==> src/sv/ttrm_pkg.sv <==
// shared types, codes and constants of the touch to relative motion block
`default_nettype none
package ttrm_pkg;

	localparam int DEFAULT_POSITION_WIDTH = 16;
	localparam int TOUCH_MIN_RESET        = 1200;
	localparam int DELTA_LIMIT            = 255;
	localparam int DELTA_WIDTH            = 8;
	localparam int DIR_WIDTH              = 2;
	localparam int MODE_WIDTH             = 2;
	localparam int CFG_INDEX_WIDTH        = 2;

	// touch modes
	localparam logic [MODE_WIDTH-1:0] MODE_IDLE     = 2'd0;
	localparam logic [MODE_WIDTH-1:0] MODE_TOUCHING = 2'd1;
	localparam logic [MODE_WIDTH-1:0] MODE_RELEASED = 2'd2;

	// axis directions
	localparam logic [DIR_WIDTH-1:0] DIR_NONE = 2'd0;
	localparam logic [DIR_WIDTH-1:0] DIR_UP   = 2'd1;
	localparam logic [DIR_WIDTH-1:0] DIR_DOWN = 2'd2;

	// configuration register indexes
	localparam logic [CFG_INDEX_WIDTH-1:0] REG_X_TOUCH_MIN = 2'd0;
	localparam logic [CFG_INDEX_WIDTH-1:0] REG_Y_TOUCH_MIN = 2'd1;

	typedef struct packed {
		logic                   button;
		logic [DIR_WIDTH-1:0]   x_direction;
		logic [DELTA_WIDTH-1:0] x_delta;
		logic [DIR_WIDTH-1:0]   y_direction;
		logic [DELTA_WIDTH-1:0] y_delta;
	} report_t;

endpackage
`default_nettype wire

==> src/sv/ttrm_axis.sv <==
// direction and saturated magnitude of motion on one axis
`default_nettype none
module ttrm_axis
	import ttrm_pkg::*;
#(
	parameter int POSITION_WIDTH = DEFAULT_POSITION_WIDTH
) (
	input  wire logic [POSITION_WIDTH-1:0] cur,
	input  wire logic [POSITION_WIDTH-1:0] prev,
	output logic      [DIR_WIDTH-1:0]      dir,
	output logic      [DELTA_WIDTH-1:0]    mag
);

	logic                      up;
	logic [POSITION_WIDTH-1:0] span;

	assign up   = cur > prev;
	assign span = up ? (cur - prev) : (prev - cur);

	always_comb begin
		if (cur == prev) begin
			dir = DIR_NONE;
			mag = '0;
		end else begin
			dir = up ? DIR_UP : DIR_DOWN;
			if (span > POSITION_WIDTH'(DELTA_LIMIT)) begin
				mag = DELTA_WIDTH'(DELTA_LIMIT);
			end else begin
				mag = span[DELTA_WIDTH-1:0];
			end
		end
	end

endmodule
`default_nettype wire

==> src/sv/ttrm_motion.sv <==
// touch mode tracking, stored position and report generation
`default_nettype none
module ttrm_motion
	import ttrm_pkg::*;
#(
	parameter int POSITION_WIDTH = DEFAULT_POSITION_WIDTH
) (
	input  wire logic                      clk,
	input  wire logic                      arst_n,
	input  wire logic                      step,
	input  wire logic [POSITION_WIDTH-1:0] x_pos,
	input  wire logic [POSITION_WIDTH-1:0] y_pos,
	input  wire logic                      btn,
	input  wire logic [POSITION_WIDTH-1:0] x_min,
	input  wire logic [POSITION_WIDTH-1:0] y_min,
	output logic                           res_valid,
	output report_t                        rpt
);

	logic [MODE_WIDTH-1:0]     mode_q, mode_d;
	logic [POSITION_WIDTH-1:0] last_x_q, last_y_q;
	logic                      store;
	logic                      touch_on, touch_off;
	logic [DIR_WIDTH-1:0]      x_dir, y_dir;
	logic [DELTA_WIDTH-1:0]    x_mag, y_mag;

	ttrm_axis #(.POSITION_WIDTH(POSITION_WIDTH)) u_axis_x (
		.cur(x_pos), .prev(last_x_q), .dir(x_dir), .mag(x_mag)
	);
	ttrm_axis #(.POSITION_WIDTH(POSITION_WIDTH)) u_axis_y (
		.cur(y_pos), .prev(last_y_q), .dir(y_dir), .mag(y_mag)
	);

	assign touch_on  = ((x_pos >= x_min) && (y_pos >= y_min)) || btn;
	assign touch_off = (x_pos < x_min) && (y_pos < y_min) && !btn;

	always_comb begin
		mode_d    = mode_q;
		store     = 1'b0;
		res_valid = 1'b0;
		rpt       = '0;
		case (mode_q)
			MODE_IDLE: begin
				if (touch_on) begin
					store  = 1'b1;
					mode_d = MODE_TOUCHING;
				end
			end
			MODE_TOUCHING: begin
				if (touch_off) begin
					mode_d = MODE_RELEASED;
				end else begin
					store           = 1'b1;
					res_valid       = 1'b1;
					rpt.button      = btn;
					rpt.x_direction = x_dir;
					rpt.x_delta     = x_mag;
					rpt.y_direction = y_dir;
					rpt.y_delta     = y_mag;
				end
			end
			MODE_RELEASED: begin
				// release report is all zero
				res_valid = 1'b1;
				mode_d    = MODE_IDLE;
			end
			default: begin
				mode_d = MODE_IDLE;
			end
		endcase
	end

	always_ff @(posedge clk or negedge arst_n) begin
		if (!arst_n) begin
			mode_q   <= MODE_IDLE;
			last_x_q <= '0;
			last_y_q <= '0;
		end else if (step) begin
			mode_q <= mode_d;
			if (store) begin
				last_x_q <= x_pos;
				last_y_q <= y_pos;
			end
		end
	end

endmodule
`default_nettype wire

==> src/sv/touch_to_relative_motion_top.sv <==
// top level: absolute touchpad samples in, relative motion reports out
//
// input channel: one word per touchpad sample (x_position, y_position,
// left_button), taken at a clock edge with in_valid high and in_stall low.
// output channel: one word per report (button, direction and saturated
// delta per axis), taken at an edge with out_valid high and out_stall low.
// configuration channel: cfg_index selects x_touch_min (0) or y_touch_min
// (1), cfg_data is the new threshold; cfg_ready is always high and writes
// to other indexes are dropped. write thresholds only while no word is in
// flight.
// a sample lands in an input register, the mode logic and the two axis
// units work on it combinationally, and the report goes into the output
// register, which drives out_valid.
// one sample per cycle is sustained while out_stall is low; a sample that
// makes no report (touch start, touch end) simply uses up its cycle.
// reset clears the mode to idle, the stored position to zero and the
// thresholds to 1200; both pipeline registers come up empty.
// while the receiver stalls, the report holds in the output register and
// one more sample can wait in the input register; only then is in_stall
// raised, combinationally from out_stall.
`default_nettype none
module touch_to_relative_motion_top
	import ttrm_pkg::*;
#(
	parameter int POSITION_WIDTH = DEFAULT_POSITION_WIDTH
) (
	input  wire logic                       clk,
	input  wire logic                       arst_n,
	// sample word
	input  wire logic                       in_valid,
	output logic                            in_stall,
	input  wire logic [POSITION_WIDTH-1:0]  x_position,
	input  wire logic [POSITION_WIDTH-1:0]  y_position,
	input  wire logic                       left_button,
	// report word
	output logic                            out_valid,
	input  wire logic                       out_stall,
	output logic                            button,
	output logic      [DIR_WIDTH-1:0]       x_direction,
	output logic      [DELTA_WIDTH-1:0]     x_delta,
	output logic      [DIR_WIDTH-1:0]       y_direction,
	output logic      [DELTA_WIDTH-1:0]     y_delta,
	// threshold writes
	input  wire logic                       cfg_valid,
	output logic                            cfg_ready,
	input  wire logic [CFG_INDEX_WIDTH-1:0] cfg_index,
	input  wire logic [POSITION_WIDTH-1:0]  cfg_data
);

	// threshold registers
	logic [POSITION_WIDTH-1:0] x_min_q, y_min_q;

	// input stage
	logic                      valid_s1;
	logic [POSITION_WIDTH-1:0] x_s1, y_s1;
	logic                      btn_s1;

	// output stage
	logic    valid_s2;
	report_t rpt_s2;

	logic    in_take;
	logic    advance;
	logic    res_valid;
	report_t rpt;

	assign cfg_ready = 1'b1;

	always_ff @(posedge clk or negedge arst_n) begin
		if (!arst_n) begin
			x_min_q <= POSITION_WIDTH'(TOUCH_MIN_RESET);
			y_min_q <= POSITION_WIDTH'(TOUCH_MIN_RESET);
		end else if (cfg_valid && cfg_ready) begin
			case (cfg_index)
				REG_X_TOUCH_MIN: x_min_q <= cfg_data;
				REG_Y_TOUCH_MIN: y_min_q <= cfg_data;
				default: ;
			endcase
		end
	end

	// the stage-1 sample is processed whenever the output register is free
	// or being emptied at this edge
	assign advance  = valid_s1 && (!valid_s2 || !out_stall);
	assign in_stall = valid_s1 && !advance;
	assign in_take  = in_valid && !in_stall;

	always_ff @(posedge clk or negedge arst_n) begin
		if (!arst_n) begin
			valid_s1 <= 1'b0;
		end else begin
			valid_s1 <= in_take || (valid_s1 && !advance);
		end
	end

	always_ff @(posedge clk) begin
		if (in_take) begin
			x_s1   <= x_position;
			y_s1   <= y_position;
			btn_s1 <= left_button;
		end
	end

	ttrm_motion #(.POSITION_WIDTH(POSITION_WIDTH)) u_motion (
		.clk       (clk),
		.arst_n    (arst_n),
		.step      (advance),
		.x_pos     (x_s1),
		.y_pos     (y_s1),
		.btn       (btn_s1),
		.x_min     (x_min_q),
		.y_min     (y_min_q),
		.res_valid (res_valid),
		.rpt       (rpt)
	);

	always_ff @(posedge clk or negedge arst_n) begin
		if (!arst_n) begin
			valid_s2 <= 1'b0;
		end else if (advance) begin
			valid_s2 <= res_valid;
		end else if (!out_stall) begin
			valid_s2 <= 1'b0;
		end
	end

	always_ff @(posedge clk) begin
		if (advance && res_valid) begin
			rpt_s2 <= rpt;
		end
	end

	assign out_valid   = valid_s2;
	assign button      = rpt_s2.button;
	assign x_direction = rpt_s2.x_direction;
	assign x_delta     = rpt_s2.x_delta;
	assign y_direction = rpt_s2.y_direction;
	assign y_delta     = rpt_s2.y_delta;

endmodule
`default_nettype wire

==> config.mk <==
export PLATFORM = sky130hd
export DESIGN_NAME = touch_to_relative_motion_top
export DESIGN_NICKNAME = d
export VERILOG_FILES = /design/src/sv/ttrm_pkg.sv /design/src/sv/ttrm_axis.sv /design/src/sv/ttrm_motion.sv /design/src/sv/touch_to_relative_motion_top.sv
export SDC_FILE = /design/constraint.sdc
export NUM_CORES = 1
export LEC_CHECK = 0
export BUFFER_PORTS_ARGS = -buffer_cell sky130_fd_sc_hd__buf_2
export CORE_AREA = 3 3 142 144
export CTS_CLUSTER_SIZE = 20
export DETAILED_ROUTE_END_ITERATION = 8
export DIE_AREA = 0 0 145 147
export HOLD_SLACK_MARGIN = 0.12
export PLACE_DENSITY_LB_ADDON = 0.15
export SLEW_MARGIN = 10
export SYNTH_ARGS = -nofsm -noshare
export SYNTH_HDL_FRONTEND = slang
export SYNTH_SLANG_ARGS = --single-unit
==> constraint.sdc <==
create_clock -name clk -period 5.3 [get_ports clk]
set_clock_uncertainty 0.1 [all_clocks]
set_input_delay 1.06 -clock clk [delete_from_list [all_inputs] [get_ports clk]]
set_output_delay 1.06 -clock clk [all_outputs]
set_load 0.005 [all_outputs]
# ---- After elaboration in Yosys (flattened, before gate mapping)
# Index checks and enable logic that the tools add are counted.
# W data, S select, Z words.
dict set report totals {
  wordCells 75
  out_inout_bits 24
  inputBits 56
  ff_bits 122
}
dict set report op_classes {
  reduce_logical 24
  n_eq_ne 8
  bitwise 1
  muxes 15
  addsub 4
  magnitude_cmp 8
}
# operator n
set ops {}
lappend ops {{$sub A16 B16 Y16} 4}
lappend ops {{$eq A16 B16 Y1} 2}
lappend ops {{$ge A16 B16 Y1} 2}
lappend ops {{$gt A16 B16 Y1} 2}
lappend ops {{$gt A16 B8 Y1 const B} 2}
lappend ops {{$lt A16 B16 Y1} 2}
lappend ops {{$mux W16} 2}
lappend ops {{$mux W8} 2}
lappend ops {{$mux W2} 4}
lappend ops {{$logic_and A1 B1 Y1} 7}
lappend ops {{$ne A2 B1 Y1 const B} 3}
lappend ops {{$reduce_and A2 Y1} 3}
lappend ops {{$reduce_or A3 Y1} 2}
lappend ops {{$logic_not A1 Y1} 5}
lappend ops {{$eq A2 B1 Y1 const B} 2}
lappend ops {{$logic_not A2 Y1} 2}
lappend ops {{$mux W1} 4}
lappend ops {{$pmux W1 S2} 2}
lappend ops {{$pmux W2 S2} 1}
lappend ops {{$logic_or A1 B1 Y1} 3}
lappend ops {{$reduce_and A3 Y1} 1}
lappend ops {{$eq A2 B2 Y1 const B} 1}
lappend ops {{$reduce_or A2 Y1} 1}
lappend ops {{$not A1 Y1} 1}

# ---- Depth between registers and ports, before layout
# Gate-level depths: netlist (run 1).
dict set report logic_depth {
  ltp_word 8
  ltp_mapped 13
  depth_no_buf 13
}

# ---- Cells and area by module
# A second synthesis (run 1) with hierarchy kept.
dict set report hier_totals {
  hier_cells 902
  area_unflattened_um2 9277.6
}
# mod instances area_per_inst_um2 cells_per_inst seq_area_each_um2
set modules_own_cells {}
lappend modules_own_cells {touch_to_relative_motion_top 1 2949.1 135 2482.4}
lappend modules_own_cells {ttrm_motion 1 2471.1 224 850.8}
lappend modules_own_cells {{ttrm_axis at u_motion.u_axis_x} 1 1969.4 267 0.0}
lappend modules_own_cells {{ttrm_axis at u_motion.u_axis_y} 1 1888.1 276 0.0}

# ---- Least setup slack after synthesis (run 1)
# No wires, ideal clock.
dict set report synth_timing {
  path_kind {register to register}
  startpoint {register x_s1[0]}
  endpoint {register rpt_s2 (netlist bit x_delta[0]) (data pin)}
  t_arrival_ns 2.768
  t_required_ns 4.930
  setup_slack_ns 2.162
  path_buffers 0
  path_stages_with_launch 13
  synth_period_minus_slack_ns 3.138
  setup_time_ns 0.270
  path_cell_list {edfxtp_1 > inv_1 > ha_1 > fa_1 > nor2b_4 > o311a_1 > o21ai_2 > a21oi_2 > mux2_2 > a31oi_2 > xnor2_1 > nor4_4 > a21oi_1}
}
dict set report synth_between {
  elab_chain_len 4
  elab_cells_between_ends 11
  classes_between {2 x add/sub; 3 x order compare; 1 x eq/ne; 2 x mux; 3 x reduce/logical}
}
# item line
set synth_lines {}
lappend synth_lines {{from (decl)} touch_to_relative_motion_top.sv:55} ;# logic [POSITION_WIDTH-1:0] x_s1, y_s1;
lappend synth_lines {{from (signal assigned)} touch_to_relative_motion_top.sv:98} ;# x_s1 <= x_position;
lappend synth_lines {{$sub A16 B16 Y16 (tied with other cells)} ttrm_axis.sv:18} ;# assign span = up ? (cur - prev) : (prev - cur);
lappend synth_lines {{$mux W16 or $logic_and A1 B1 Y1 (tied branches)} {ttrm_axis.sv:18, ttrm_motion.sv:35}}
lappend synth_lines {{$gt A16 B8 Y1 or $logic_and A1 B1 Y1 (tied branches)} {ttrm_axis.sv:26, ttrm_motion.sv:35}}
lappend synth_lines {{$mux W8 or $reduce_or A3 Y1 (tied branches)} -}
lappend synth_lines {{to (signal assigned)} touch_to_relative_motion_top.sv:129} ;# rpt_s2 <= rpt;
lappend synth_lines {{to (decl)} touch_to_relative_motion_top.sv:60} ;# report_t rpt_s2;
# Several ways; a longest one is shown, not always the timed one.
# A chain may end at the register's enable or synchronous reset.

# ---- Final worst setup path (run 1)
dict set report layout_timing {
  startpoint {register y_s1[0]}
  endpoint {register rpt_s2 (netlist bit y_delta[3]) (data pin)}
}
dict set report layout_between {
  elab_chain_len 4
  elab_cells_between_ends 11
  classes_between {2 x add/sub; 3 x order compare; 1 x eq/ne; 2 x mux; 3 x reduce/logical}
}
# item line
set layout_lines {}
lappend layout_lines {{from (decl)} touch_to_relative_motion_top.sv:55}
lappend layout_lines {{from (signal assigned)} touch_to_relative_motion_top.sv:99} ;# y_s1 <= y_position;
lappend layout_lines {{$sub A16 B16 Y16 (tied with other cells)} ttrm_axis.sv:18}
lappend layout_lines {{$mux W16 or $logic_and A1 B1 Y1 (tied branches)} {ttrm_axis.sv:18, ttrm_motion.sv:35}}
lappend layout_lines {{$gt A16 B8 Y1 or $logic_and A1 B1 Y1 (tied branches)} {ttrm_axis.sv:26, ttrm_motion.sv:35}}
lappend layout_lines {{$mux W8 or $reduce_or A3 Y1 (tied branches)} -}
# Several ways; a longest one is shown, not always the timed one.

==> report_table.html, run 1 <==
<table>
<tr><th>Metric</th><th>Value</th></tr>
<tr><th colspan="2">Run status</th></tr>
<tr><td>Run status</td><td>completed</td></tr>
<tr><th colspan="2">Timing</th></tr>
<tr><td>Hold Violations, Final</td><td>0</td></tr>
<tr><td>Slew Viols, Final</td><td>0</td></tr>
<tr><td>Fin crit period</td><td>4.130 ns</td></tr>
<tr><td>Setup repair after global routing missed its margin</td><td>no</td></tr>
<tr><td>Transition time at the pin with the least slew margin</td><td>1.049 ns</td></tr>
<tr><td>Part of the cycle the worst path needs</td><td>0.7793</td></tr>
<tr><td>Final Setup Violations</td><td>0</td></tr>
<tr><td>Headroom to the max-slew limit</td><td>0.2967</td></tr>
<tr><td>Total negative slack</td><td>0 ns</td></tr>
<tr><td>Maximum achievable frequency</td><td>242.1 MHz</td></tr>
<tr><th colspan="2">CTS</th></tr>
<tr><td>Clock-pin slew on the worst setup and hold paths</td><td>0.06 ns</td></tr>
<tr><td>TritonCTS clock tree</td><td>done</td></tr>
<tr><td># resized after CTS</td><td>0</td></tr>
<tr><td>Post CTS Setup Buffer Count</td><td>0</td></tr>
<tr><td>Maximum count of clock buffers along a single path</td><td>2</td></tr>
<tr><td>Worst-Skew Late Latency</td><td>0.43 ns</td></tr>
<tr><td>Max H-tree Level</td><td>4</td></tr>
<tr><td>Clock Root Buffer</td><td>sky130_fd_sc_hd__clkbuf_16</td></tr>
<tr><td>Number of clock sinks</td><td>122</td></tr>
<tr><td>Num CTS Buffers</td><td>17</td></tr>
<tr><td>Hold-fix buffers at CTS</td><td>0</td></tr>
<tr><th colspan="2">Finish</th></tr>
<tr><td>Fill cell count</td><td>1,706</td></tr>
<tr><td>Diodes inserted</td><td>0</td></tr>
<tr><td>Final layout net count</td><td>1,094</td></tr>
<tr><td>Core utilization of the finished layout</td><td>0.5123</td></tr>
<tr><td>Area growth syn-to-layout</td><td>14.17%</td></tr>
<tr><td>Share of post-route cells with drive strength above 1</td><td>0.1718</td></tr>
<tr><th colspan="2">Flow run</th></tr>
<tr><td>Maximum capacitance violations</td><td>0</td></tr>
<tr><th colspan="2">Power</th></tr>
<tr><td>Worst IR Drop VDD</td><td>257.8 uV</td></tr>
<tr><td>Clock share of power</td><td>0.211</td></tr>
<tr><td>Logic gate share of total power</td><td>0.537</td></tr>
<tr><td>P per Cell Area</td><td>588.4 mW/mm2</td></tr>
<tr><td>Switching power of the nets</td><td>2.469 mW</td></tr>
<tr><td>Switching power as a share of total power</td><td>0.4350</td></tr>
<tr><td>P_leak</td><td>4.630 nW</td></tr>
<tr><td>Internal power of the cells</td><td>3.207 mW</td></tr>
<tr><td>Relative contribution of sequential cells to total power</td><td>0.252</td></tr>
<tr><th colspan="2">Routing</th></tr>
<tr><td>Iteration count of the initial detailed-routing pass</td><td>5</td></tr>
<tr><td># DRC</td><td>0</td></tr>
<tr><td>Wire length per cell</td><td>17.05 um</td></tr>
<tr><td>Total Routed Length</td><td>20,610 um</td></tr>
<tr><td>Antenna-violating nets left</td><td>0</td></tr>
<tr><td>1st-iter DRT viols</td><td>385</td></tr>
<tr><td>Post-DR vias/cell</td><td>5.326</td></tr>
<tr><td>Vias</td><td>6,439</td></tr>
<tr><th colspan="2">Logic synthesis</th></tr>
<tr><td>Total nets after synthesis</td><td>1,025</td></tr>
<tr><td>Leading cell types by total area after synthesis</td><td>sky130_fd_sc_hd__edfxtp_1 (19%), sky130_fd_sc_hd__dfrtp_1 (18%), sky130_fd_sc_hd__ha_1 (15%), sky130_fd_sc_hd__inv_1 (5.1%), sky130_fd_sc_hd__mux2i_1 (4.4%)</td></tr>
<tr><td>Primary flip-flop cell chosen by synthesis mapping</td><td>sky130_fd_sc_hd__dfrtp_1</td></tr>
<tr><td>Synthesized area per cell</td><td>9.746 um2</td></tr>
<tr><td>Gate count of the mapped netlist</td><td>867</td></tr>
<tr><td>Number of register bits inferred by synthesis</td><td>122</td></tr>
<tr><td>Sequential element share of the synthesized area</td><td>0.3945</td></tr>
<tr><td>Synth warn</td><td>0</td></tr>
<tr><td>Number of synthesized flops with an enable pin</td><td>54</td></tr>
<tr><td>Number of distinct standard cells referenced by the synthesized netlist</td><td>69</td></tr>
<tr><td>Syn Std Cell Area</td><td>0.008449 mm2</td></tr>
<tr><td>Area leader, netlist</td><td>sky130_fd_sc_hd__edfxtp_1</td></tr>
<tr><td>Share of the synthesized area in the top cell type</td><td>0.1919</td></tr>
<tr><td>Proportion of synthesized flip-flops having asynchronous set or reset</td><td>0.5574</td></tr>
<tr><th colspan="2">Worst hold path</th></tr>
<tr><td>Hold Crit Depth</td><td>1</td></tr>
<tr><td>Type of the tightest min-delay check</td><td>flop to flop</td></tr>
<tr><th colspan="2">GRT</th></tr>
<tr><td>Pin count of the biggest net entering global routing</td><td>40</td></tr>
<tr><td>Global-route congestion overflow total</td><td>0</td></tr>
<tr><td>Global router's overall resource usage</td><td>0.1961</td></tr>
<tr><td>Global-route wire length before repair</td><td>33,240 um</td></tr>
<tr><td>Vias in the first global route</td><td>6,174</td></tr>
<tr><td>Initial antenna violation count</td><td>0</td></tr>
<tr><th colspan="2">Worst setup path</th></tr>
<tr><td>Largest incremental delay on the critical path</td><td>0.83 ns</td></tr>
<tr><td>Highest-delay cell along the critical path</td><td>sky130_fd_sc_hd__a21boi_2</td></tr>
<tr><td>Arr. time, crit path</td><td>4.18 ns</td></tr>
<tr><td>Crit path launch type</td><td>flop</td></tr>
<tr><td>Required time of the critical path</td><td>5.34 ns</td></tr>
<tr><td>Critical path type</td><td>flop to flop</td></tr>
<tr><td>Critical path, cell by cell</td><td>inv_1 &gt; ha_1 &gt; fa_1 &gt; nand3b_1 &gt; a21oi_1 &gt; o211ai_1 &gt; a21boi_2 &gt; mux2_2 &gt; a211oi_1 &gt; xnor2_1 &gt; nor2_2 &gt; a31oi_1</td></tr>
<tr><td>Path depth of the worst reg2reg path</td><td>12</td></tr>
<tr><td>CP Capture Type</td><td>flop</td></tr>
<tr><td>Crit Path Max Fanout</td><td>24</td></tr>
<tr><th colspan="2">Placed design</th></tr>
<tr><td>Weighted congestion at the end of routability-driven global placement</td><td>0.8956</td></tr>
<tr><td>IO Port Bufs</td><td>78</td></tr>
<tr><td>HPWL Detailed</td><td>15,840 um</td></tr>
<tr><th colspan="2">Die</th></tr>
<tr><td>Die Span X</td><td>145 um</td></tr>
<tr><td>Core Box Area</td><td>0.01883 mm2</td></tr>
<tr><td>Cell Rows</td><td>50</td></tr>
<tr><td>Chip height</td><td>147 um</td></tr>
<tr><td>I/O Pins</td><td>80</td></tr>
<tr><td>Starting Density</td><td>0.4487</td></tr>
<tr><td>Die ar.</td><td>0.02132 mm2</td></tr>
</table>
## path summary, 6_finish.rpt
check                                                   from                                end  slack (ns)
max reg2reg                                y_s1[0]$_DFFE_PP_           y_delta[3]$_SDFFCE_PP0P_        1.17
min reg2reg                u_motion.last_x_q[15]$_DFFE_PN0P_  u_motion.last_x_q[15]$_DFFE_PN0P_        0.41
max                                        y_s1[0]$_DFFE_PP_           y_delta[3]$_SDFFCE_PP0P_        1.17
max in group asynchronous                             arst_n             x_min_q[7]$_DFFE_PN1P_        3.45
min in group asynchronous                             arst_n             y_min_q[1]$_DFFE_PN0P_        0.62
min                        u_motion.last_x_q[15]$_DFFE_PN0P_  u_motion.last_x_q[15]$_DFFE_PN0P_        0.41
## layer usage
layer  vias to the layer above  wire (um)  global-route usage
li1                       3206          -                   -
met1                      3067      10820              0.2929
met2                       151       8807              0.2930
met3                        15        762             0.04195
met4                         0        215             0.04418
met5                         -          0                   0
## cell usage after synthesis (all sizes together) (20+ instances only)
cell	n
inv	114
ha	98
a21oi	74
o21ai	61
dfrtp	60
nand2	56
edfxtp	54
nor2	46
mux2i	37
mux2	23
buf	21
a21o	20
## flip-flops by register name, indices dropped and copies added, names as in the netlist
signal,cells
btn_s1,1
y_direction,2
u_motion.last_y_q,16
y_delta,8
valid_s1,1
x_direction,2
x_s1,16
x_min_q,16
y_s1,16
out_valid,1
x_delta,8
y_min_q,16
u_motion.last_x_q,16
u_motion.mode_q,2
button,1
## placed cells by master, fill, tap and decap left out, drive strengths merged, types with 37 or more instances in the layout
| cell | instances |
|---|---|
| inv | 124 |
| ha | 98 |
| buf | 82 |
| a21oi | 74 |
| o21ai | 61 |
| dfrtp | 60 |
| nand2 | 56 |
| edfxtp | 54 |
| nor2 | 46 |
| mux2i | 37 |
## through the flow
step	hold WS [ns]	power (mW)	area, um2	worst slack (ns)	instances
after floorplan	0.3776	3.778	8449	2.162	867
after global placement	0.3880	4.464	9049	1.338	1177
after detailed placement	0.3936	4.454	9049	1.250	1177
after CTS	0.4063	5.681	9647	1.222	1209
after global routing	0.4228	6.130	9647	0.8149	1209
final	0.4053	5.677	9647	1.170	1209
## worst max-delay path: cells and delay by family (launching register included)
kind / cells / cell delay (ns)
and+or+nand+nor: 2 / 0.48
AOI/OAI and AO/OA: 5 / 1.66
adders and majority gates: 2 / 0.64
xor gates and xnor gates: 1 / 0.12
DFF: 1 / 0.35
muxes: 1 / 0.43
buffers and inverters: 1 / 0.08
## area by class of cell
cell class | instances | area [um2] | area share
inverter | 114 | 427.9 | 0.04436
clock buffer | 17 | 425.4 | 0.04410
multi-input combinational | 599 | 4542 | 0.4708
tap | 260 | 325.3 | 0.03372
clock inverter | 15 | 172.7 | 0.01790
timing repair buffer | 82 | 420.4 | 0.04358
sequential | 122 | 3333 | 0.3455
## logic make-up (layout without fill, tap and decap cells)
family	count (synthesis)	after routing	share of synthesized area
AO/OA/AOI/OAI	228	228	0.1682
AND/OR/NAND/NOR	181	181	0.1097
buffers and inverters	146	228	0.07004
flip-flops	122	122	0.3945
adder cells (fa/ha/maj)	102	102	0.1546
multiplexers	60	60	0.07449
XOR/XNOR	27	27	0.02799
other	1	1	0.0004438
## power groups by stage
stage                     sequential [mW]  clock, mW  combinational, mW
after floorplan                      1.41          0               2.37
after global placement               1.44          0               3.02
after detailed placement             1.45          0               3.01
after CTS                            1.43       1.22               3.03
after global routing                 1.46       1.27               3.40
final                                1.43       1.20               3.05
No activity file was read; power rests on OpenSTA's default activity.
==> run 2, diff against run 1 <==
Settings changed: ABC_AREA set to 1, CORE_AREA 3 3 142 144 to 3 3 152 154, DIE_AREA 0 0 145 147 to 0 0 155 157.
Clock period 5.3 ns to 4.03 ns, I/O delays scaled along.
==> run 2 against run 1 <==
First-iteration DRC count grew 39%. Register-to-register slack lost 0.08 ns. Core utilization shrank 1.1 points. Count of clock-buffer cells in the layout is the same. Sequential power grew 32%. Non-clock buffer count grew 3. Critical endpoint is now u_motion.last_y_q[12]$_DFFE_PN0P_.
==> report_table.html, run 2 <==
<table>
<tr><th>Metric</th><th>Value</th></tr>
<tr><th colspan="2">Die</th></tr>
<tr><td>I/O Pins</td><td>80 (unchanged)</td></tr>
<tr><td>Core Box Area</td><td>0.02182 mm2 (was 0.01883 mm2)</td></tr>
<tr><td>Die Span X</td><td>155 um (was 145 um)</td></tr>
<tr><td>Cell Rows</td><td>54 (was 50)</td></tr>
<tr><td>Chip height</td><td>157 um (was 147 um)</td></tr>
<tr><td>Die ar.</td><td>0.02434 mm2 (was 0.02132 mm2)</td></tr>
<tr><td>Starting Density</td><td>0.4466 (was 0.4487)</td></tr>
<tr><th colspan="2">Placed design</th></tr>
<tr><td>HPWL Detailed</td><td>18,670 um (was 15,840 um)</td></tr>
<tr><td>Number of cells after detailed placement</td><td>1,723 (was 1,177)</td></tr>
<tr><td>IO Port Bufs</td><td>78 (unchanged)</td></tr>
<tr><td>Placement-stage worst setup slack</td><td>1.124 ns (was 1.250 ns)</td></tr>
<tr><td>Placement Cell Area</td><td>0.01039 mm2 (was 0.009049 mm2)</td></tr>
<tr><td>Weighted congestion at the end of routability-driven global placement</td><td>0.8868 (was 0.8956)</td></tr>
<tr><th colspan="2">Timing</th></tr>
<tr><td>Worst hold slack after final layout</td><td>0.3735 ns (was 0.4053 ns)</td></tr>
<tr><td>Maximum achievable frequency</td><td>340.3 MHz (was 242.1 MHz)</td></tr>
<tr><td>Final critical-path setup slack</td><td>1.091 ns (was 1.170 ns)</td></tr>
<tr><td>Hold Violations, Final</td><td>0 (unchanged)</td></tr>
<tr><td>Total negative slack</td><td>0 ns (unchanged)</td></tr>
<tr><td>Headroom to the max-slew limit</td><td>0.2870 (was 0.2967)</td></tr>
<tr><td>Final Setup Violations</td><td>0 (unchanged)</td></tr>
<tr><td>Part of the cycle the worst path needs</td><td>0.7292 (was 0.7793)</td></tr>
<tr><td>Fin crit period</td><td>2.939 ns (was 4.130 ns)</td></tr>
<tr><td>Transition time at the pin with the least slew margin</td><td>1.066 ns (was 1.049 ns)</td></tr>
<tr><td>Slew Viols, Final</td><td>0 (unchanged)</td></tr>
<tr><td>Setup repair after global routing missed its margin</td><td>no (unchanged)</td></tr>
<tr><th colspan="2">Run status</th></tr>
<tr><td>Run status</td><td>completed (unchanged)</td></tr>
<tr><th colspan="2">Routing</th></tr>
<tr><td>Antenna-violating nets left</td><td>0 (unchanged)</td></tr>
<tr><td>1st-iter DRT viols</td><td>535 (was 385)</td></tr>
<tr><td>Iteration count of the initial detailed-routing pass</td><td>7 (was 5)</td></tr>
<tr><td>Vias</td><td>8,342 (was 6,439)</td></tr>
<tr><td>Wire length per cell</td><td>13.36 um (was 17.05 um)</td></tr>
<tr><td>Post-DR vias/cell</td><td>4.753 (was 5.326)</td></tr>
<tr><td>Total Routed Length</td><td>23,450 um (was 20,610 um)</td></tr>
<tr><td># DRC</td><td>0 (unchanged)</td></tr>
<tr><th colspan="2">Finish</th></tr>
<tr><td>Final layout net count</td><td>1,620 (was 1,094)</td></tr>
<tr><td>Diodes inserted</td><td>0 (unchanged)</td></tr>
<tr><td>Area growth syn-to-layout</td><td>12.31% (was 14.17%)</td></tr>
<tr><td>Commonest non-fill, non-tap cells in the layout</td><td>sky130_fd_sc_hd__nand2_1 (522), sky130_fd_sc_hd__inv_1 (272), sky130_fd_sc_hd__ha_1 (98) (was sky130_fd_sc_hd__inv_1 (114), sky130_fd_sc_hd__ha_1 (98), sky130_fd_sc_hd__buf_2 (78))</td></tr>
<tr><td>Most common library cell in the layout ignoring fill and taps</td><td>sky130_fd_sc_hd__nand2_1 (was sky130_fd_sc_hd__inv_1)</td></tr>
<tr><td>Core utilization of the finished layout</td><td>0.5015 (was 0.5123)</td></tr>
<tr><td>Share of post-route cells with drive strength above 1</td><td>0.1349 (was 0.1718)</td></tr>
<tr><td>Fill cell count</td><td>2,200 (was 1,706)</td></tr>
<tr><td>Final Instance Area</td><td>0.01095 mm2 (was 0.009647 mm2)</td></tr>
<tr><td>Post-route insts no fill</td><td>1,755 (was 1,209)</td></tr>
<tr><th colspan="2">GRT</th></tr>
<tr><td>Global-route wire length before repair</td><td>39,850 um (was 33,240 um)</td></tr>
<tr><td>Global-route congestion overflow total</td><td>0 (unchanged)</td></tr>
<tr><td>Global router's overall resource usage</td><td>0.2014 (was 0.1961)</td></tr>
<tr><td>Vias in the first global route</td><td>7,907 (was 6,174)</td></tr>
<tr><td>Pin count of the biggest net entering global routing</td><td>37 (was 40)</td></tr>
<tr><td>Initial antenna violation count</td><td>0 (unchanged)</td></tr>
<tr><th colspan="2">CTS</th></tr>
<tr><td>Worst-Skew Late Latency</td><td>0.42 ns (was 0.43 ns)</td></tr>
<tr><td>Max H-tree Level</td><td>4 (unchanged)</td></tr>
<tr><td>Clock Root Buffer</td><td>sky130_fd_sc_hd__clkbuf_16 (unchanged)</td></tr>
<tr><td>Hold-fix buffers at CTS</td><td>0 (unchanged)</td></tr>
<tr><td>Clock-pin slew on the worst setup and hold paths</td><td>0.06 ns (about the same)</td></tr>
<tr><td>Number of clock sinks</td><td>122 (unchanged)</td></tr>
<tr><td>Maximum count of clock buffers along a single path</td><td>2 (unchanged)</td></tr>
<tr><td>Post CTS Setup Buffer Count</td><td>0 (unchanged)</td></tr>
<tr><td>Num CTS Buffers</td><td>17 (unchanged)</td></tr>
<tr><td>TritonCTS clock tree</td><td>done (unchanged)</td></tr>
<tr><td># resized after CTS</td><td>0 (unchanged)</td></tr>
<tr><th colspan="2">Worst hold path</th></tr>
<tr><td>Hold wc startpoint</td><td>u_motion.last_x_q[15]$_DFFE_PN0P_ (unchanged)</td></tr>
<tr><td>Type of the tightest min-delay check</td><td>flop to flop (unchanged)</td></tr>
<tr><th colspan="2">Logic synthesis</th></tr>
<tr><td>Number of distinct standard cells referenced by the synthesized netlist</td><td>40 (was 69)</td></tr>
<tr><td>Synthesized area per cell</td><td>7.021 um2 (was 9.746 um2)</td></tr>
<tr><td>Primary flip-flop cell chosen by synthesis mapping</td><td>sky130_fd_sc_hd__dfrtp_1 (unchanged)</td></tr>
<tr><td>Leading cell types by total area after synthesis</td><td>sky130_fd_sc_hd__nand2_1 (20%), sky130_fd_sc_hd__edfxtp_1 (17%), sky130_fd_sc_hd__dfrtp_1 (15%), sky130_fd_sc_hd__ha_1 (13%), sky130_fd_sc_hd__inv_1 (10%) (was sky130_fd_sc_hd__edfxtp_1 (19%), sky130_fd_sc_hd__dfrtp_1 (18%), sky130_fd_sc_hd__ha_1 (15%), sky130_fd_sc_hd__inv_1 (5.1%), sky130_fd_sc_hd__mux2i_1 (4.4%))</td></tr>
<tr><td>Syn Std Cell Area</td><td>0.009746 mm2 (was 0.008449 mm2)</td></tr>
<tr><td>Area leader, netlist</td><td>sky130_fd_sc_hd__nand2_1 (was sky130_fd_sc_hd__edfxtp_1)</td></tr>
<tr><td>Dominant cell by count in the synthesized netlist</td><td>sky130_fd_sc_hd__nand2_1 (was sky130_fd_sc_hd__inv_1)</td></tr>
<tr><td>Share of the synthesized area in the top cell type</td><td>0.2011 (was 0.1919)</td></tr>
<tr><td>Synth warn</td><td>0 (unchanged)</td></tr>
<tr><td>List of most frequent post-synthesis cells</td><td>sky130_fd_sc_hd__nand2_1 (522), sky130_fd_sc_hd__inv_1 (272), sky130_fd_sc_hd__ha_1 (98) (was sky130_fd_sc_hd__inv_1 (114), sky130_fd_sc_hd__ha_1 (98), sky130_fd_sc_hd__a21oi_1 (72))</td></tr>
<tr><td>Number of register bits inferred by synthesis</td><td>122 (unchanged)</td></tr>
<tr><td>Sequential element share of the synthesized area</td><td>0.3420 (was 0.3945)</td></tr>
<tr><td>Gate count of the mapped netlist</td><td>1,388 (was 867)</td></tr>
<tr><td>Proportion of synthesized flip-flops having asynchronous set or reset</td><td>0.5574 (unchanged)</td></tr>
<tr><td>Number of synthesized flops with an enable pin</td><td>54 (unchanged)</td></tr>
<tr><td>Total nets after synthesis</td><td>1,546 (was 1,025)</td></tr>
<tr><th colspan="2">Worst setup path</th></tr>
<tr><td>Crit Path Max Fanout</td><td>28 (was 24)</td></tr>
<tr><td>Highest-delay cell along the critical path</td><td>sky130_fd_sc_hd__edfxtp_1 (was sky130_fd_sc_hd__a21boi_2)</td></tr>
<tr><td>CP Capture Type</td><td>flop (unchanged)</td></tr>
<tr><td>Crit path launch type</td><td>flop (unchanged)</td></tr>
<tr><td>Critical path type</td><td>flop to flop (unchanged)</td></tr>
<tr><td>Most frequent CP cell</td><td>sky130_fd_sc_hd__nand2_1</td></tr>
<tr><td>Largest incremental delay on the critical path</td><td>0.48 ns (was 0.83 ns)</td></tr>
<tr><td>Critical path, cell by cell</td><td>ha_1 &gt; a21oi_1 &gt; o21ai_0 &gt; nand2_1 &gt; o211a_1 &gt; nand2_1 &gt; o21ai_1 &gt; buf_4 &gt; nand2_1 &gt; nand2_1 &gt; buf_4 &gt; nand2_1 &gt; nand2_1 (was inv_1 &gt; ha_1 &gt; fa_1 &gt; nand3b_1 &gt; a21oi_1 &gt; o211ai_1 &gt; a21boi_2 &gt; mux2_2 &gt; a211oi_1 &gt; xnor2_1 &gt; nor2_2 &gt; a31oi_1)</td></tr>
<tr><td>Startpoint of the lowest-slack register-to-register path</td><td>x_s1[11]$_DFFE_PP_ (was y_s1[0]$_DFFE_PP_)</td></tr>
<tr><td>Critical Path Start</td><td>x_s1[11]$_DFFE_PP_ (was y_s1[0]$_DFFE_PP_)</td></tr>
<tr><td>Arr. time, crit path</td><td>3.19 ns (was 4.18 ns)</td></tr>
<tr><td>Required time of the critical path</td><td>4.28 ns (was 5.34 ns)</td></tr>
<tr><th colspan="2">Power</th></tr>
<tr><td>Total power</td><td>7.880 mW (was 5.677 mW)</td></tr>
<tr><td>Worst IR Drop VDD</td><td>389.5 uV (was 257.8 uV)</td></tr>
<tr><td>P_leak</td><td>6.214 nW (was 4.630 nW)</td></tr>
<tr><td>P per Cell Area</td><td>720.0 mW/mm2 (was 588.4 mW/mm2)</td></tr>
<tr><th colspan="2">Flow run</th></tr>
<tr><td>Maximum capacitance violations</td><td>0 (unchanged)</td></tr>
</table>
## run 2: cell count changes after synthesis, moves of 14 or more
cell	previous run	this run
sky130_fd_sc_hd__nand2_1	56	522
sky130_fd_sc_hd__inv_1	114	272
sky130_fd_sc_hd__nand3_1	8	81
sky130_fd_sc_hd__mux2i_1	37	0
sky130_fd_sc_hd__mux2_2	23	0
sky130_fd_sc_hd__nand2_2	0	21
sky130_fd_sc_hd__a21o_1	20	0
sky130_fd_sc_hd__a21oi_1	72	52
sky130_fd_sc_hd__inv_2	0	18
sky130_fd_sc_hd__a31oi_1	18	2
sky130_fd_sc_hd__o21ai_0	56	42
## run 2: cell families (layout without fill, tap and decap cells)
logic type / after synthesis / after routing / synth area share
compound gates: 109 / 109 / 0.06098
xor+xnor: 18 / 18 / 0.01618
fa+ha+maj: 102 / 102 / 0.1340
buf+inv: 324 / 411 / 0.1293
flops: 122 / 122 / 0.3420
other cells: 1 / 1 / 0.0003848
simple gates: 712 / 712 / 0.3171
## run 2: worst paths after layout
path | endpoint | slack [ns] | depth (start not counted)
max in group asynchronous | y_min_q[7]$_DFFE_PN1P_ | 2.57 | 2
min in group asynchronous | x_min_q[12]$_DFFE_PN0P_ | 0.39 | 1
max | u_motion.last_y_q[12]$_DFFE_PN0P_ | 1.09 | 13
min reg2reg | u_motion.last_x_q[15]$_DFFE_PN0P_ | 0.37 | 2
max reg2reg | u_motion.last_y_q[12]$_DFFE_PN0P_ | 1.09 | 13
min | u_motion.last_x_q[15]$_DFFE_PN0P_ | 0.37 | 2
## run 2: worst max-delay path, delay by kind of cell, from the launching register on
family,cells,cell delay [ns]
buf+inv,2,0.59
compound gates,4,0.77
flops,1,0.48
fa+ha+maj,1,0.35
simple gates,6,0.58
## run 2: cell type report
| type | instances | area [um2] | share of cell area |
|---|---|---|---|
| clock inverters | 15 | 131.4 | 0.01200 |
| clock buffers | 17 | 425.4 | 0.03887 |
| inverters | 294 | 1106 | 0.1011 |
| multi-input cells | 942 | 5156 | 0.4711 |
| repair buffers | 85 | 442.9 | 0.04047 |
| well taps | 280 | 350.3 | 0.03201 |
| flip-flops and latches | 122 | 3333 | 0.3045 |
## run 2: where the power goes
group          total, mW  internal (mW)  switching (mW)
clock               1.48          0.810           0.666
sequential          1.89           1.66           0.231
combinational       4.51           1.53            2.99
## run 2: per-layer routing
metal | wire length, um | GRT usage
met5 | 0 | 0
met4 | 200 | 0.03995
met3 | 1204 | 0.03739
met2 | 9680 | 0.2957
met1 | 12360 | 0.3099
==> run 3, diff against run 2 <==
Clock period 4.03 ns to 3 ns, I/O delays scaled along.
==> run 3 against run 2 <==
Final area up 2.5%. Largest power group unchanged. Worst setup slack got worse by 0.88 ns. Worst hold slack lost 0.25 ns. Clock power is 38% higher. Wire length rose by 3.1%. Register-to-register slack worse by 0.88 ns. Non-clock buffer count is 26 higher. Cell count grew 1.5%.
==> report_table.html, run 3 (synthesis gave the netlist of run 2 again) <==
<table>
<tr><th>Metric</th><th>Value</th></tr>
<tr><th colspan="2">Run status</th></tr>
<tr><td>Run status</td><td>completed (unchanged)</td></tr>
<tr><th colspan="2">Die</th></tr>
<tr><td>Chip height</td><td>157 um (unchanged)</td></tr>
<tr><td>Core Box Area</td><td>0.02182 mm2 (unchanged)</td></tr>
<tr><td>Cell Rows</td><td>54 (unchanged)</td></tr>
<tr><td>Starting Density</td><td>0.4466 (unchanged)</td></tr>
<tr><td>Die Span X</td><td>155 um (unchanged)</td></tr>
<tr><td>I/O Pins</td><td>80 (unchanged)</td></tr>
<tr><td>Die ar.</td><td>0.02434 mm2 (unchanged)</td></tr>
<tr><th colspan="2">GRT</th></tr>
<tr><td>Global-route congestion overflow total</td><td>0 (unchanged)</td></tr>
<tr><td>Global-route wire length before repair</td><td>40,140 um (was 39,850 um)</td></tr>
<tr><td>Vias in the first global route</td><td>7,938 (was 7,907)</td></tr>
<tr><td>Pin count of the biggest net entering global routing</td><td>36 (was 37)</td></tr>
<tr><td>Global router's overall resource usage</td><td>0.2043 (was 0.2014)</td></tr>
<tr><td>Initial antenna violation count</td><td>0 (unchanged)</td></tr>
<tr><th colspan="2">Finish</th></tr>
<tr><td>Post-route insts no fill</td><td>1,781 (was 1,755)</td></tr>
<tr><td>Share of post-route cells with drive strength above 1</td><td>0.1546 (was 0.1349)</td></tr>
<tr><td>Commonest non-fill, non-tap cells in the layout</td><td>sky130_fd_sc_hd__nand2_1 (522), sky130_fd_sc_hd__inv_1 (271), sky130_fd_sc_hd__ha_1 (93) (was sky130_fd_sc_hd__nand2_1 (522), sky130_fd_sc_hd__inv_1 (272), sky130_fd_sc_hd__ha_1 (98))</td></tr>
<tr><td>Fill cell count</td><td>2,216 (was 2,200)</td></tr>
<tr><td>Diodes inserted</td><td>0 (unchanged)</td></tr>
<tr><td>Area growth syn-to-layout</td><td>15.15% (was 12.31%)</td></tr>
<tr><td>Most common library cell in the layout ignoring fill and taps</td><td>sky130_fd_sc_hd__nand2_1 (unchanged)</td></tr>
<tr><td>Final layout net count</td><td>1,646 (was 1,620)</td></tr>
<tr><th colspan="2">Placed design</th></tr>
<tr><td>Weighted congestion at the end of routability-driven global placement</td><td>0.9107 (was 0.8868)</td></tr>
<tr><td>Number of cells after detailed placement</td><td>1,742 (was 1,723)</td></tr>
<tr><td>IO Port Bufs</td><td>78 (unchanged)</td></tr>
<tr><td>Placement-stage worst setup slack</td><td>0.1224 ns (was 1.124 ns)</td></tr>
<tr><td>HPWL Detailed</td><td>19,200 um (was 18,670 um)</td></tr>
<tr><th colspan="2">Power</th></tr>
<tr><td>Worst IR Drop VDD</td><td>591.7 uV (was 389.5 uV)</td></tr>
<tr><td>Switching power of the nets</td><td>5.276 mW (was 3.882 mW)</td></tr>
<tr><td>Internal power of the cells</td><td>5.572 mW (was 3.998 mW)</td></tr>
<tr><td>Logic gate share of total power</td><td>0.578 (was 0.573)</td></tr>
<tr><td>P per Cell Area</td><td>966.6 mW/mm2 (was 720.0 mW/mm2)</td></tr>
<tr><td>Clock share of power</td><td>0.188 (was 0.187)</td></tr>
<tr><td>Relative contribution of sequential cells to total power</td><td>0.234 (was 0.240)</td></tr>
<tr><td>P_leak</td><td>6.347 nW (was 6.214 nW)</td></tr>
<tr><td>Switching power as a share of total power</td><td>0.4863 (was 0.4926)</td></tr>
<tr><th colspan="2">Routing</th></tr>
<tr><td>Total Routed Length</td><td>24,180 um (was 23,450 um)</td></tr>
<tr><td>1st-iter DRT viols</td><td>712 (was 535)</td></tr>
<tr><td>Wire length per cell</td><td>13.58 um (was 13.36 um)</td></tr>
<tr><td>Vias</td><td>8,482 (was 8,342)</td></tr>
<tr><td>Antenna-violating nets left</td><td>0 (unchanged)</td></tr>
<tr><td># DRC</td><td>0 (unchanged)</td></tr>
<tr><td>Iteration count of the initial detailed-routing pass</td><td>5 (was 7)</td></tr>
<tr><td>Post-DR vias/cell</td><td>4.762 (was 4.753)</td></tr>
<tr><th colspan="2">Timing</th></tr>
<tr><td>Headroom to the max-slew limit</td><td>0.3805 (was 0.2870)</td></tr>
<tr><td>Final critical-path setup slack</td><td>0.2101 ns (was 1.091 ns)</td></tr>
<tr><td>Total negative slack</td><td>0 ns (unchanged)</td></tr>
<tr><td>Part of the cycle the worst path needs</td><td>0.9300 (was 0.7292)</td></tr>
<tr><td>Maximum achievable frequency</td><td>358.4 MHz (was 340.3 MHz)</td></tr>
<tr><td>Slew Viols, Final</td><td>0 (unchanged)</td></tr>
<tr><td>Hold Violations, Final</td><td>0 (unchanged)</td></tr>
<tr><td>Final Setup Violations</td><td>0 (unchanged)</td></tr>
<tr><td>Transition time at the pin with the least slew margin</td><td>0.9270 ns (was 1.066 ns)</td></tr>
<tr><td>Fin crit period</td><td>2.790 ns (was 2.939 ns)</td></tr>
<tr><th colspan="2">Worst hold path</th></tr>
<tr><td>Type of the tightest min-delay check</td><td>input port to async pin (was flop to flop)</td></tr>
<tr><th colspan="2">Worst setup path</th></tr>
<tr><td>Required time of the critical path</td><td>3.08 ns (was 4.28 ns)</td></tr>
<tr><td>Crit path launch type</td><td>flop (unchanged)</td></tr>
<tr><td>Crit Path Max Fanout</td><td>12 (was 28)</td></tr>
<tr><td>Critical path type</td><td>flop to flop (unchanged)</td></tr>
<tr><td>CP Capture Type</td><td>flop (unchanged)</td></tr>
<tr><td>Arr. time, crit path</td><td>2.87 ns (was 3.19 ns)</td></tr>
<tr><th colspan="2">CTS</th></tr>
<tr><td>Clock-pin slew on the worst setup and hold paths</td><td>0.07 ns (was 0.06 ns)</td></tr>
<tr><td>Num CTS Buffers</td><td>17 (unchanged)</td></tr>
<tr><td>Number of clock sinks</td><td>122 (unchanged)</td></tr>
<tr><td>Clock Root Buffer</td><td>sky130_fd_sc_hd__clkbuf_16 (unchanged)</td></tr>
<tr><td>TritonCTS clock tree</td><td>done (unchanged)</td></tr>
<tr><td>Worst-Skew Late Latency</td><td>0.42 ns (about the same)</td></tr>
<tr><td>Max H-tree Level</td><td>4 (unchanged)</td></tr>
<tr><td>Maximum count of clock buffers along a single path</td><td>2 (unchanged)</td></tr>
<tr><th colspan="2">Flow run</th></tr>
<tr><td>Maximum capacitance violations</td><td>0 (unchanged)</td></tr>
</table>
run 3: changes by cell type in the layout (fill, tap and decap cells not counted), sizes merged:
cell      before  now
buf           85  111
bufinv         0    1
clkbuf        17   18
clkinv         9    8
clkinvlp       2    4
inv          298  295
run 3: cell type report:
cell class	count	area, um2	share of cell area
Sequential cell	122	3333	0.2970
Inverter	294	1106	0.09856
Multi-Input combinational cell	942	5192	0.4627
Clock inverter	14	137.6	0.01226
Clock buffer	18	439.2	0.03913
Tap cell	280	350.3	0.03122
Timing Repair Buffer	111	663.1	0.05909
run 3: power groups by stage:
stage / logic, mW / registers [mW] / clock network [mW]
final: 6.27 / 2.54 / 2.04
after detailed placement: 6.17 / 2.56 / 0
after CTS: 6.20 / 2.53 / 2.07
after global placement: 6.12 / 2.55 / 0
after global routing: 7.20 / 2.59 / 2.14
after floorplan: 4.74 / 2.49 / 0
run 3: critical path, cell delays in order (launching register included):
cell and delay [ns]:
sky130_fd_sc_hd__edfxtp_1 0.39, sky130_fd_sc_hd__inv_1 0.09, sky130_fd_sc_hd__ha_1 0.22, sky130_fd_sc_hd__fa_1 0.41, sky130_fd_sc_hd__inv_1 0.10, sky130_fd_sc_hd__nand2_2 0.07, sky130_fd_sc_hd__nand2_4 0.07, sky130_fd_sc_hd__nand2_2 0.06
sky130_fd_sc_hd__nand2_4 0.07, sky130_fd_sc_hd__nand2_4 0.06, sky130_fd_sc_hd__a21oi_4 0.30, sky130_fd_sc_hd__nand2_2 0.11, sky130_fd_sc_hd__nand2_4 0.08, sky130_fd_sc_hd__nand2_4 0.06, sky130_fd_sc_hd__nor2_8 0.16, sky130_fd_sc_hd__nand3_2 0.09
sky130_fd_sc_hd__nand2_1 0.06, sky130_fd_sc_hd__inv_1 0.03
run 3: what timing repair did:
action                                  CTS  global route
buffers inserted                          0             7
endpoints found under the setup margin    0            16
hold endpoints to repair                  0             0
resized for setup                         0             9
hold buffers                              0             0
run 3: metrics by stage:
stage               total power [mW]  utilization  area [um2]  hold WS (ns)
floorplan                      7.224            -        9746        0.2044
global placement               8.669       0.4837       10560        0.3581
detailed placement             8.729       0.4837       10560        0.3668
CTS                            10.80       0.5101       11130        0.1452
global route                   11.93       0.5142       11220        0.1781
finish                         10.85       0.5142       11220        0.1212
run 3: per-layer routing:
layer,part of all wire,vias to the layer above,global-route usage
li1,-,4449,-
met1,0.54,3798,0.3197
met2,0.40,218,0.2930
met3,0.057,17,0.03354
met4,0.011,0,0.04794
met5,0,-,0
run 3: path summary, 6_finish.rpt:
check	endpoint	start	slack (ns)	depth (start not counted)
min	u_motion.last_x_q[12]$_DFFE_PN0P_	arst_n	0.12	1
min in group clk	x_s1[15]$_DFFE_PP_	x_position[15]	0.25	1
max	x_delta[7]$_SDFFCE_PP0P_	x_s1[0]$_DFFE_PP_	0.21	17
min reg2reg	u_motion.last_x_q[15]$_DFFE_PN0P_	u_motion.last_x_q[15]$_DFFE_PN0P_	0.38	2
max in group asynchronous	y_min_q[4]$_DFFE_PN1P_	arst_n	1.96	2
max reg2reg	x_delta[7]$_SDFFCE_PP0P_	x_s1[0]$_DFFE_PP_	0.21	17
